==> config.mk <==
export PLATFORM = sky130hd
export DESIGN_NAME = queued_lock_manager
export DESIGN_NICKNAME = d
export VERILOG_FILES = /design/src/sv/qlm_pkg.sv /design/src/sv/qlm_ram.sv /design/src/sv/queued_lock_manager.sv
export VERILOG_INCLUDE_DIRS = /design/src /design/src/sv
export SDC_FILE = /design/constraint.sdc
export NUM_CORES = 2
export LEC_CHECK = 0
export BUFFER_PORTS_ARGS = -buffer_cell sky130_fd_sc_hd__clkbuf_2
export CAP_MARGIN = 20
export CORE_MARGIN = 2
export CORE_UTILIZATION = 40
export CTS_BUF_LIST = sky130_fd_sc_hd__clkbuf_4 sky130_fd_sc_hd__clkbuf_8 sky130_fd_sc_hd__clkbuf_16
export DETAILED_ROUTE_END_ITERATION = 10
export PLACE_DENSITY = 0.57
export SLEW_MARGIN = 20
export SYNTH_ARGS = -nofsm -noshare
export SYNTH_HDL_FRONTEND = slang
export SYNTH_SLANG_ARGS = --single-unit
==> constraint.sdc <==
create_clock -name aclk -period 5.3 [get_ports aclk]
set_input_delay 1.06 -clock aclk [delete_from_list [all_inputs] [get_ports aclk]]
set_output_delay 1.06 -clock aclk [all_outputs]
set_load 0.02 [all_outputs]
==> src/sv/queued_lock_manager_defines.svh <==
// assertion macros for the queued lock manager
`ifndef QUEUED_LOCK_MANAGER_DEFINES_SVH
`define QUEUED_LOCK_MANAGER_DEFINES_SVH

// same-cycle implication under reset
`define QLM_ASSERT_NOW(lbl, clk, rstn, ante, cons, msg) \
    lbl: assert property (@(posedge clk) disable iff (!rstn) (ante) |-> (cons)) \
        else $error(msg);

// next-cycle implication under reset
`define QLM_ASSERT_NEXT(lbl, clk, rstn, ante, cons, msg) \
    lbl: assert property (@(posedge clk) disable iff (!rstn) (ante) |=> (cons)) \
        else $error(msg);

`endif

==> src/sv/qlm_pkg.sv <==
// shared constants for the queued lock manager
package qlm_pkg;

    localparam int NUM_LOCKS_DEF  = 16;
    localparam int WAIT_DEPTH_DEF = 8;
    localparam int ID_BITS_DEF    = 8;

    localparam logic [1:0] ACT_LOCK   = 2'd0;
    localparam logic [1:0] ACT_UNLOCK = 2'd1;
    localparam logic [1:0] ACT_CANCEL = 2'd2;
    localparam logic [1:0] ACT_QUERY  = 2'd3;

    localparam logic [2:0] ST_OK          = 3'd0;
    localparam logic [2:0] ST_NOT_FOUND   = 3'd1;
    localparam logic [2:0] ST_RECURSIVE   = 3'd2;
    localparam logic [2:0] ST_PENDING     = 3'd3;
    localparam logic [2:0] ST_HELD_OTHERS = 3'd4;
    localparam logic [2:0] ST_QUEUE_FULL  = 3'd5;

endpackage

==> src/sv/qlm_ram.sv <==
// generic single-write, single-read ram with registered read
module qlm_ram #(
    parameter int WIDTH = 8,
    parameter int DEPTH = 16
) (
    input  logic                                  aclk,
    input  logic                                  we,
    input  logic [((DEPTH > 1) ? $clog2(DEPTH) : 1)-1:0] waddr,
    input  logic [WIDTH-1:0]                      wdata,
    input  logic [((DEPTH > 1) ? $clog2(DEPTH) : 1)-1:0] raddr,
    output logic [WIDTH-1:0]                      rdata
);

    logic [WIDTH-1:0] mem [DEPTH];
    logic [WIDTH-1:0] rdata_reg;

    always_ff @(posedge aclk) begin
        if (we) begin
            mem[waddr] <= wdata;
        end
        rdata_reg <= mem[raddr];
    end

    assign rdata = rdata_reg;

endmodule

==> src/sv/queued_lock_manager.sv <==
// Queued lock manager: a table of NUM_LOCKS lock entries with a FIFO of up to
// WAIT_DEPTH waiters each. After reset the block sweeps the entry table,
// clearing every entry, and takes no request meanwhile. A request then goes
// through S_READ, S_EXEC, S_COMMIT and S_EMIT to its first result for lock,
// query and most unlocks; an unlock that hands over, or a cancel on a non-empty
// queue, walks the waiter FIFO through the waiter memory's single read port,
// one S_WRD/S_WWAIT pass per slot. One request is in work at a time; an unlock
// with handover gives two results, an ack and then a grant marked in m_tuser.
`include "queued_lock_manager_defines.svh"

module queued_lock_manager #(
    parameter int NUM_LOCKS  = qlm_pkg::NUM_LOCKS_DEF,
    parameter int WAIT_DEPTH = qlm_pkg::WAIT_DEPTH_DEF,
    parameter int ID_BITS    = qlm_pkg::ID_BITS_DEF
) (
    input  logic        aclk,
    input  logic        aresetn,
    input  logic        s_tvalid,
    output logic        s_tready,
    input  logic [15:0] s_tdata,   // lock_number[3:0], requester[11:4], create_if_missing[12]
    input  logic [1:0]  s_tuser,   // action[1:0]
    output logic        m_tvalid,
    input  logic        m_tready,
    output logic [47:0] m_tdata,   // status[2:0], owner_valid[3], owner[11:4], version[43:12]
    output logic [0:0]  m_tuser,   // is_grant[0]
    output logic        m_tlast
);

    localparam int LOCK_W = (NUM_LOCKS > 1) ? $clog2(NUM_LOCKS) : 1;
    localparam int CNT_W  = $clog2(WAIT_DEPTH + 1);
    localparam int SLOT_W = (WAIT_DEPTH > 1) ? $clog2(WAIT_DEPTH) : 1;
    localparam int WDEPTH = NUM_LOCKS * WAIT_DEPTH;
    localparam int WA_W   = (WDEPTH > 1) ? $clog2(WDEPTH) : 1;

    typedef struct packed {
        logic               exists;
        logic               held;
        logic [ID_BITS-1:0] holder;
        logic [31:0]        version;
        logic [CNT_W-1:0]   count;
    } entry_t;

    localparam int ENT_W = $bits(entry_t);

    typedef enum logic [3:0] {
        S_CLEAR, S_IDLE, S_READ, S_EXEC, S_WRD, S_WWAIT, S_COMMIT, S_EMIT, S_EMIT2
    } state_t;

    typedef enum logic [1:0] {M_POP, M_SCAN, M_SHIFT} mode_t;

    state_t             state_reg;
    mode_t              mode_reg;
    logic [LOCK_W-1:0]  clr_reg;
    logic [LOCK_W-1:0]  idx_reg;
    logic               oor_reg;
    logic [1:0]         act_reg;
    logic [ID_BITS-1:0] req_reg;
    logic               create_reg;
    entry_t             ent_reg;
    logic               dirty_reg;
    logic               two_reg;
    logic [2:0]         status_reg;
    logic [CNT_W-1:0]   cnt_reg;
    logic [CNT_W-1:0]   ptr_reg;

    logic               m_tvalid_reg;
    logic [47:0]        m_tdata_reg;
    logic               m_tuser_reg;
    logic               m_tlast_reg;

    logic               e_we;
    logic [LOCK_W-1:0]  e_waddr;
    logic [LOCK_W-1:0]  e_raddr;
    logic [ENT_W-1:0]   e_wdata;
    logic [ENT_W-1:0]   e_rdata;
    entry_t             e_rd;

    logic               w_we;
    logic [WA_W-1:0]    w_waddr;
    logic [WA_W-1:0]    w_raddr;
    logic [ID_BITS-1:0] w_rdata;
    logic [WA_W-1:0]    w_base;
    logic               nf;
    logic               pend_case;
    logic               out_free;
    logic [47:0]        res_data;

    assign e_rd     = entry_t'(e_rdata);
    assign nf       = oor_reg || !ent_reg.exists;
    assign pend_case = (state_reg == S_EXEC) && !nf && (act_reg == qlm_pkg::ACT_LOCK)
                     && ent_reg.held && (ent_reg.holder != req_reg)
                     && (ent_reg.count < CNT_W'(WAIT_DEPTH));
    assign w_base   = WA_W'(idx_reg) * WA_W'(WAIT_DEPTH);
    assign out_free = !m_tvalid_reg || m_tready;

    always_comb begin
        e_raddr = (state_reg == S_IDLE) ? LOCK_W'(s_tdata[3:0]) : idx_reg;
        e_we    = (state_reg == S_CLEAR) || ((state_reg == S_COMMIT) && dirty_reg);
        e_waddr = (state_reg == S_CLEAR) ? clr_reg : idx_reg;
        e_wdata = (state_reg == S_CLEAR) ? '0 : ENT_W'(ent_reg);
        w_raddr = w_base + WA_W'(ptr_reg[SLOT_W-1:0]);
        w_we    = pend_case || ((state_reg == S_WWAIT) && (mode_reg == M_SHIFT));
        w_waddr = pend_case ? (w_base + WA_W'(ent_reg.count[SLOT_W-1:0]))
                            : (w_base + WA_W'(ptr_reg[SLOT_W-1:0] - SLOT_W'(1)));
        res_data = '0;
        res_data[2:0]   = status_reg;
        res_data[3]     = ent_reg.held;
        res_data[11:4]  = ent_reg.held ? 8'(ent_reg.holder) : 8'd0;
        res_data[43:12] = ent_reg.version;
    end

    qlm_ram #(.WIDTH(ENT_W), .DEPTH(NUM_LOCKS)) u_entry_ram (
        .aclk  (aclk),
        .we    (e_we),
        .waddr (e_waddr),
        .wdata (e_wdata),
        .raddr (e_raddr),
        .rdata (e_rdata)
    );

    qlm_ram #(.WIDTH(ID_BITS), .DEPTH(WDEPTH)) u_waiter_ram (
        .aclk  (aclk),
        .we    (w_we),
        .waddr (w_waddr),
        .wdata (pend_case ? req_reg : w_rdata),
        .raddr (w_raddr),
        .rdata (w_rdata)
    );

    always_ff @(posedge aclk) begin
        if (!aresetn) begin
            state_reg    <= S_CLEAR;
            clr_reg      <= '0;
            m_tvalid_reg <= 1'b0;
            mode_reg     <= M_POP;
            dirty_reg    <= 1'b0;
            two_reg      <= 1'b0;
        end else begin
            if (m_tready) begin
                m_tvalid_reg <= 1'b0;
            end
            case (state_reg)
                S_CLEAR: begin
                    clr_reg <= clr_reg + LOCK_W'(1);
                    if (clr_reg == LOCK_W'(NUM_LOCKS - 1)) begin
                        state_reg <= S_IDLE;
                    end
                end
                S_IDLE: begin
                    if (s_tvalid) begin
                        idx_reg    <= LOCK_W'(s_tdata[3:0]);
                        oor_reg    <= 32'(s_tdata[3:0]) >= NUM_LOCKS;
                        req_reg    <= ID_BITS'(s_tdata[11:4]);
                        create_reg <= s_tdata[12];
                        act_reg    <= s_tuser;
                        dirty_reg  <= 1'b0;
                        two_reg    <= 1'b0;
                        state_reg  <= S_READ;
                    end
                end
                S_READ: begin
                    ent_reg   <= e_rd;
                    state_reg <= S_EXEC;
                end
                S_EXEC: begin
                    cnt_reg   <= ent_reg.count;
                    ptr_reg   <= '0;
                    state_reg <= S_COMMIT;
                    if (nf) begin
                        if (act_reg == qlm_pkg::ACT_LOCK && create_reg && !oor_reg) begin
                            ent_reg.exists  <= 1'b1;
                            ent_reg.held    <= 1'b1;
                            ent_reg.holder  <= req_reg;
                            ent_reg.version <= 32'd1;
                            ent_reg.count   <= '0;
                            dirty_reg       <= 1'b1;
                            status_reg      <= qlm_pkg::ST_OK;
                        end else begin
                            ent_reg    <= '0;
                            status_reg <= qlm_pkg::ST_NOT_FOUND;
                        end
                    end else begin
                        case (act_reg)
                            qlm_pkg::ACT_LOCK: begin
                                if (!ent_reg.held) begin
                                    ent_reg.held    <= 1'b1;
                                    ent_reg.holder  <= req_reg;
                                    ent_reg.version <= ent_reg.version + 32'd1;
                                    dirty_reg       <= 1'b1;
                                    status_reg      <= qlm_pkg::ST_OK;
                                end else if (ent_reg.holder == req_reg) begin
                                    status_reg <= qlm_pkg::ST_RECURSIVE;
                                end else if (!pend_case) begin
                                    status_reg <= qlm_pkg::ST_QUEUE_FULL;
                                end else begin
                                    ent_reg.count <= ent_reg.count + CNT_W'(1);
                                    dirty_reg     <= 1'b1;
                                    status_reg    <= qlm_pkg::ST_PENDING;
                                end
                            end
                            qlm_pkg::ACT_UNLOCK: begin
                                if (!ent_reg.held || ent_reg.holder != req_reg) begin
                                    status_reg <= qlm_pkg::ST_HELD_OTHERS;
                                end else begin
                                    ent_reg.version <= ent_reg.version + 32'd1;
                                    dirty_reg       <= 1'b1;
                                    status_reg      <= qlm_pkg::ST_OK;
                                    if (ent_reg.count != '0) begin
                                        two_reg   <= 1'b1;
                                        mode_reg  <= M_POP;
                                        state_reg <= S_WRD;
                                    end else begin
                                        ent_reg.held   <= 1'b0;
                                        ent_reg.holder <= '0;
                                    end
                                end
                            end
                            qlm_pkg::ACT_CANCEL: begin
                                status_reg <= qlm_pkg::ST_NOT_FOUND;
                                if (ent_reg.count != '0) begin
                                    mode_reg  <= M_SCAN;
                                    state_reg <= S_WRD;
                                end
                            end
                            default: begin
                                status_reg <= qlm_pkg::ST_OK;
                            end
                        endcase
                    end
                end
                S_WRD: begin
                    state_reg <= S_WWAIT;
                end
                S_WWAIT: begin
                    state_reg <= S_COMMIT;
                    case (mode_reg)
                        M_POP: begin
                            ent_reg.holder <= w_rdata;
                            ent_reg.count  <= ent_reg.count - CNT_W'(1);
                            if (cnt_reg > CNT_W'(1)) begin
                                ptr_reg   <= CNT_W'(1);
                                mode_reg  <= M_SHIFT;
                                state_reg <= S_WRD;
                            end
                        end
                        M_SCAN: begin
                            if (w_rdata == req_reg) begin
                                ent_reg.count <= ent_reg.count - CNT_W'(1);
                                dirty_reg     <= 1'b1;
                                status_reg    <= qlm_pkg::ST_OK;
                                mode_reg      <= M_SHIFT;
                            end
                            if (ptr_reg + CNT_W'(1) < cnt_reg) begin
                                ptr_reg   <= ptr_reg + CNT_W'(1);
                                state_reg <= S_WRD;
                            end
                        end
                        default: begin
                            if (ptr_reg + CNT_W'(1) < cnt_reg) begin
                                ptr_reg   <= ptr_reg + CNT_W'(1);
                                state_reg <= S_WRD;
                            end
                        end
                    endcase
                end
                S_COMMIT: begin
                    state_reg <= S_EMIT;
                end
                S_EMIT: begin
                    if (out_free) begin
                        m_tvalid_reg <= 1'b1;
                        m_tdata_reg  <= res_data;
                        m_tuser_reg  <= 1'b0;
                        m_tlast_reg  <= !two_reg;
                        state_reg    <= two_reg ? S_EMIT2 : S_IDLE;
                    end
                end
                S_EMIT2: begin
                    if (out_free) begin
                        m_tvalid_reg <= 1'b1;
                        m_tdata_reg  <= res_data;
                        m_tuser_reg  <= 1'b1;
                        m_tlast_reg  <= 1'b1;
                        state_reg    <= S_IDLE;
                    end
                end
                default: begin
                    state_reg <= S_IDLE;
                end
            endcase
        end
    end

    assign s_tready   = (state_reg == S_IDLE);
    assign m_tvalid   = m_tvalid_reg;
    assign m_tdata    = m_tdata_reg;
    assign m_tuser[0] = m_tuser_reg;
    assign m_tlast    = m_tlast_reg;

    `QLM_ASSERT_NOW(a_grant_last, aclk, aresetn, m_tvalid && m_tuser[0], m_tlast, "grant not final")
    `QLM_ASSERT_NOW(a_clear_quiet, aclk, aresetn, state_reg == S_CLEAR, !w_we && !s_tready, "activity during clear")
    `QLM_ASSERT_NEXT(a_one_request, aclk, aresetn, s_tvalid && s_tready, !s_tready, "second request taken")

endmodule
After elaboration in Yosys (flattened, before gate mapping) --
Memory sizes are Yosys's and may differ from the RTL's. A register that Yosys moved wholly into a read port is not among the register bits. Index checks and enable logic that the tools add are counted.
Word-level totals: bits of input ports 22, bits in writable memories 1760, logic and storage cells 212, register bits 131, output and inout bits 52, memories 2
Memories:
- u_waiter_ram.mem | words 128, width 8, read ports 1, clocked after memory_dff 1, wr ports 1, RTL line qlm_ram.sv:14 | logic [WIDTH-1:0] mem [DEPTH];
- u_entry_ram.mem | words 16, width 46, read ports 1, clocked after memory_dff 1, wr ports 1, RTL line qlm_ram.sv:14
Operators by class: add/subtract/negate cells 9, equality and inequality tests 47, $lt $le $gt $ge 3, reductions and logical operators 42, muxes and demuxes 87
Operators with widths (count):
- $mux W46 | 2
- $pmux W41 S2 | 1
- $mux W4 | 16
- $pmux W32 S2 | 1
- $mux W45 | 1
- $mux W41 | 1
- $mux W40 | 1
- $pmux W4 S9 | 1
- $add A32 B1 Y32 const B | 1
- $mux W1 | 25
- $ne A3 B3 Y1 const B | 8
- $pmux W8 S3 | 1
- $mux W2 | 11
- $mux W3 | 7
- $pmux W2 S2 | 5
- $reduce_and A9 Y1 | 2
- $eq A4 B3 Y1 const B | 4
- $eq A8 B8 Y1 | 2
- $mux W8 | 2
- $pmux W4 S2 | 2
- $reduce_and A4 Y1 | 4
- $add A7 B3 Y7 | 2
- $add A4 B1 Y4 const B | 3
- $ne A2 B1 Y1 const B | 6
- 40 further kinds | 79

Longest topological paths before layout --
depth in word-level cells 12, gate-level depth with buffers 11, depth with buffers taken out 8

By module --
From an unflattened synthesis, not the netlist that was laid out.
Second synthesis, totals: cells, all modules 3476, area, all modules 75169.6 um^2
Modules (own cells, without submodules):
- qlm_ram (u_waiter_ram) | area each 39668.0 um^2, instances 1, sequential area each 30909.6 um^2, cells each 1635
- qlm_ram (u_entry_ram) | area each 28493.6 um^2, instances 1, sequential area each 23022.1 um^2, cells each 1191
- queued_lock_manager | area each 7008.0 um^2, instances 1, sequential area each 3803.6 um^2, cells each 650

Least setup slack after synthesis --
OpenSTA, ideal clock, no wires.
kind reg-to-reg, start register req_reg[4], end register ent_reg[10] (netlist name) (enable), path slack -0.033 ns, setup time 0.501 ns, cell stages (with the launch flop) 7, path buffers 1, data arrival time 4.832 ns, data required time 4.799 ns, period minus slack after synthesis 5.333 ns, cells stage by stage edfxtp_1 > xor2_1 > nor4_1 > buf_2 > and3_1 > a211oi_1 > nor4_1
Between the ends: cells in the longest elaborated chain, start to end 4
Ends and longest elaborated chain:
- from (decl) | RTL line queued_lock_manager.sv:57 | logic [ID_BITS-1:0] req_reg;
- from (signal assigned) | RTL line queued_lock_manager.sv:153 | req_reg <= ID_BITS'(s_tdata[11:4]);
- $ne A8 B8 Y1 | RTL line queued_lock_manager.sv:202 | if (!ent_reg.held || ent_reg.holder != req_reg) begin
- $logic_or A1 B1 Y1 | RTL line queued_lock_manager.sv:202
- $ne A4 B4 Y1 (no source line)
- $reduce_and A5 Y1 (no source line)
- to (signal assigned) | RTL line queued_lock_manager.sv:162 | ent_reg <= e_rd;
- to (decl) | RTL line queued_lock_manager.sv:59 | entry_t ent_reg;
Every way passes these cells. A chain may end at the register's enable or synchronous reset.

Worst setup path in the final report --
start register act_reg[1], end memory u_waiter_ram.mem[376][3], in the netlist u_waiter_ram.mem[47][3] (data pin)
Between the ends: cells in the longest elaborated chain, start to end 6
Ends and longest elaborated chain:
- from (decl) | RTL line queued_lock_manager.sv:56 | logic [1:0] act_reg;
- from (signal assigned) | RTL line queued_lock_manager.sv:155 | act_reg <= s_tuser;
- $logic_not A2 Y1 | RTL line queued_lock_manager.sv:90 | assign pend_case = (state_reg == S_EXEC) && !nf && (act_reg == qlm_pkg::ACT_LOCK)
- $logic_and A1 B1 Y1 | RTL line queued_lock_manager.sv:90
- $logic_and A1 B1 Y1 (2 in series) | RTL line queued_lock_manager.sv:91 | && ent_reg.held && (ent_reg.holder != req_reg)
- $logic_and A1 B1 Y1 | RTL line queued_lock_manager.sv:92 | && (ent_reg.count < CNT_W'(WAIT_DEPTH));
- $mux W8 | RTL line queued_lock_manager.sv:125 | .wdata (pend_case ? req_reg : w_rdata),
- via u_waiter_ram.wdata[3] | RTL line qlm_ram.sv:9 | input logic [WIDTH-1:0] wdata,
- to (decl) | RTL line qlm_ram.sv:14
The timed path passes the listed nets, and every way through them passes these cells.

==> impl_metrics.json <==
{
  "path_cells": "inv_1 > ha_1 > nand2_1 > or4b_1 > buf_4 > a21oi_1 > buf_4 > nand2_1 > nand2_4 > buf_4",
  "worstSetupEndpointType": "register",
  "place_congestion": 0.831,
  "syn-cell-area_mm2": 0.0762,
  "synth.top_cell.area_share_pct": 74.0,
  "overflow": 0,
  "max_stage_delay_ns": 0.70,
  "slew_violations": 0,
  "powerDensity_mw_per_mm2": 440,
  "cts_resized": 0,
  "slew_headroom_pct": 24.0,
  "synth_flop_cell": "edfxtp_1",
  "power.internal_mw": 28.8,
  "rsz0062_at_grt": "false",
  "synth-async-reset-ratio_pct": 0,
  "largest-register": "u_waiter_ram.mem",
  "ir_worst_vdd_uv": 429,
  "post_synth_num_cell_types": 72,
  "clkPwrFrac_pct": 35.9,
  "synth_enable_flop_cells": 1878,
  "num-nets-final": 4018,
  "setup_viol": 0,
  "grt_max_degree": 147,
  "start_util_pct": 40.2,
  "wl_per_cell_um": 27.8,
  "grt_pass1_vias": 37536,
  "place_hpwl_um": 107000,
  "hold_path_class": "in -> reg",
  "cp.required_ns": 5.88,
  "synth_cells": 3684,
  "cts_buffer_depth": 3,
  "cp_slowest_cell": "or4b_1",
  "antenna_found_initial": 6,
  "layout.cells.most_common_list": "edfxtp_1, mux4_2, buf_4, clkbuf_16, nand2_1",
  "synth-seq-cells": 1945,
  "crit_buf_inv": 4,
  "path_clk_slew_ns": 0.06,
  "routed_wl_um": 185000,
  "largestRegisters": "u_waiter_ram.mem x1024, u_entry_ram.mem x736",
  "cts_tree": "done",
  "power_frac_comb_pct": 14.4,
  "drt_pass1_iterations": 6,
  "core-area_mm2": 0.190,
  "worstSetupPathType": "reg -> reg",
  "cts_hold_buffers": 0,
  "finalCriticalPeriod_ns": 4.24,
  "routed-via-count": 37381,
  "power_switching_mw": 9.99,
  "power_frac_seq_pct": 49.7,
  "crit_top_cell": "buf_4",
  "synthTopCellsByArea": "edfxtp_1, mux4_2, dfxtp_1",
  "crit_path_start_kind": "register",
  "first_iter_violations": 3829,
  "drc_errors": 0,
  "syn_area_per_cell_um2": 20.7,
  "p_leak_nw": 28.0,
  "cts_buffers": 198,
  "arrival_ns": 4.82,
  "die_y_um": 441,
  "drv_cap": 0,
  "pin_count": 74,
  "crit_family": "simple AND/OR/NAND/NOR gates",
  "largest_reg_flops": 1024,
  "fmax_ghz": 0.236,
  "clock-sinks": 1945,
  "grt_pass1_wl_um": 268000,
  "postCtsSetupRepairBufs": 0,
  "holdWs_ns": 0.383,
  "yosys_warnings": 0,
  "num_rows": 160,
  "htree_num_levels": 4,
  "clock_latency_ns": 0.87,
  "portBuffers": 66,
  "die-area_mm2": 0.194,
  "post-route-period-util_pct": 80.0,
  "area_growth_pct": 15.6,
  "grt_use_total_pct": 19.0,
  "ctsRootBufferMaster": "clkbuf_16",
  "yosysSeqAreaShare_pct": 75.7,
  "routed_via_density": 5.62,
  "fin_worst_skew_ns": 0.0876,
  "dieWidth_um": 441,
  "critPathMaxFanout": 53,
  "timing.setup.tns_ns": 0,
  "mostFrequentLayoutCell": "edfxtp_1",
  "ant_nets": 0,
  "worst_slew_pin_slew_ns": 1.14,
  "yosys.area.top_type": "edfxtp_1",
  "switching_share_pct": 25.8,
  "hold_viol": 0,
  "status": "finished, final reports clean",
  "drive_gt1_share_pct": 30.1
}
## metrics by stage
| step | util (%) | cells | total power, mW | instance area, um^2 | worst slack (ns) |
|---|---|---|---|---|---|
| floorplan | - | 3687 | 23.0 | 76300 | 0.0817 |
| global placement | 42.9 | 6286 | 25.2 | 81400 | 0.804 |
| detailed placement | 42.9 | 6288 | 25.3 | 81500 | 0.978 |
| CTS | 46.4 | 6651 | 39.2 | 88100 | 0.895 |
| global route | 46.4 | 6652 | 40.2 | 88100 | 0.852 |
| finish | 46.4 | 6654 | 38.8 | 88100 | 1.06 |
## power by group through the flow
stage	Clock, mW	Sequential [mW]	Combinational (mW)
final	13.9	19.3	5.60
after global routing	14.8	19.4	6.03
after CTS	14.2	19.3	5.70
after detailed placement	0	19.6	5.68
after global placement	0	19.6	5.61
after floorplan	0	19.6	3.43
## layer usage
metal  GRT usage (%)  routed length, um  share of wire [%]  vias to the layer above
li1                -                  -                  -                    15911
met1            26.1              77600                 42                    20016
met2            31.6              92800                 50                     1183
met3            3.17              10000                5.4                      269
met4            5.05               4570                2.5                        2
met5               0                 19              0.010                        -
## path summary, 6_finish.rpt
check                                       to  cells past startpoint                   start  slack [ns]
min reg2reg             dirty_reg$_SDFFE_PN0P_                      2  dirty_reg$_SDFFE_PN0P_        0.47
max reg2reg  u_waiter_ram.mem[47][3]$_DFFE_PP_                     10    act_reg[1]$_DFFE_PP_        1.06
max          u_waiter_ram.mem[47][3]$_DFFE_PP_                     10    act_reg[1]$_DFFE_PP_        1.06
min                       req_reg[3]$_DFFE_PP_                      1              s_tdata[7]        0.38
## cell families after synthesis
logic type               synth area share [%]
buffers and inverters                    1.39
multiplexers                             16.1
XOR/XNOR                                0.643
adder cells (fa/ha/maj)                 0.305
other                                 0.00492
AND/OR/NAND/NOR                          3.48
flip-flops                               75.7
AO/OA/AOI/OAI                            2.38
## cell usage after synthesis, drive strengths merged, types with 14 or more instances
cell       n
edfxtp  1878
nor4      25
inv       37
xor2      26
nand2    173
nand3     29
a31oi     14
o211ai    47
and2      16
mux2      49
o21ai     41
a22oi     52
mux4     474
a21oi     18
xnor2     30
nor3     143
ha        17
nor2b     44
dfxtp     67
mux2i    101
nor2      64
clkbuf   119
buf       93
## cell type report
type | instances | area, um^2
fill | 15801 | 102000
sequential | 1945 | 57700
multi-input combinational | 1492 | 18000
clock buffer | 268 | 5570
tap | 2511 | 3140
timing repair buffer | 303 | 2470
clock inverter | 95 | 1070
inverter | 38 | 143
antenna | 2 | 5.00
Power figures use the tool's default switching activity.
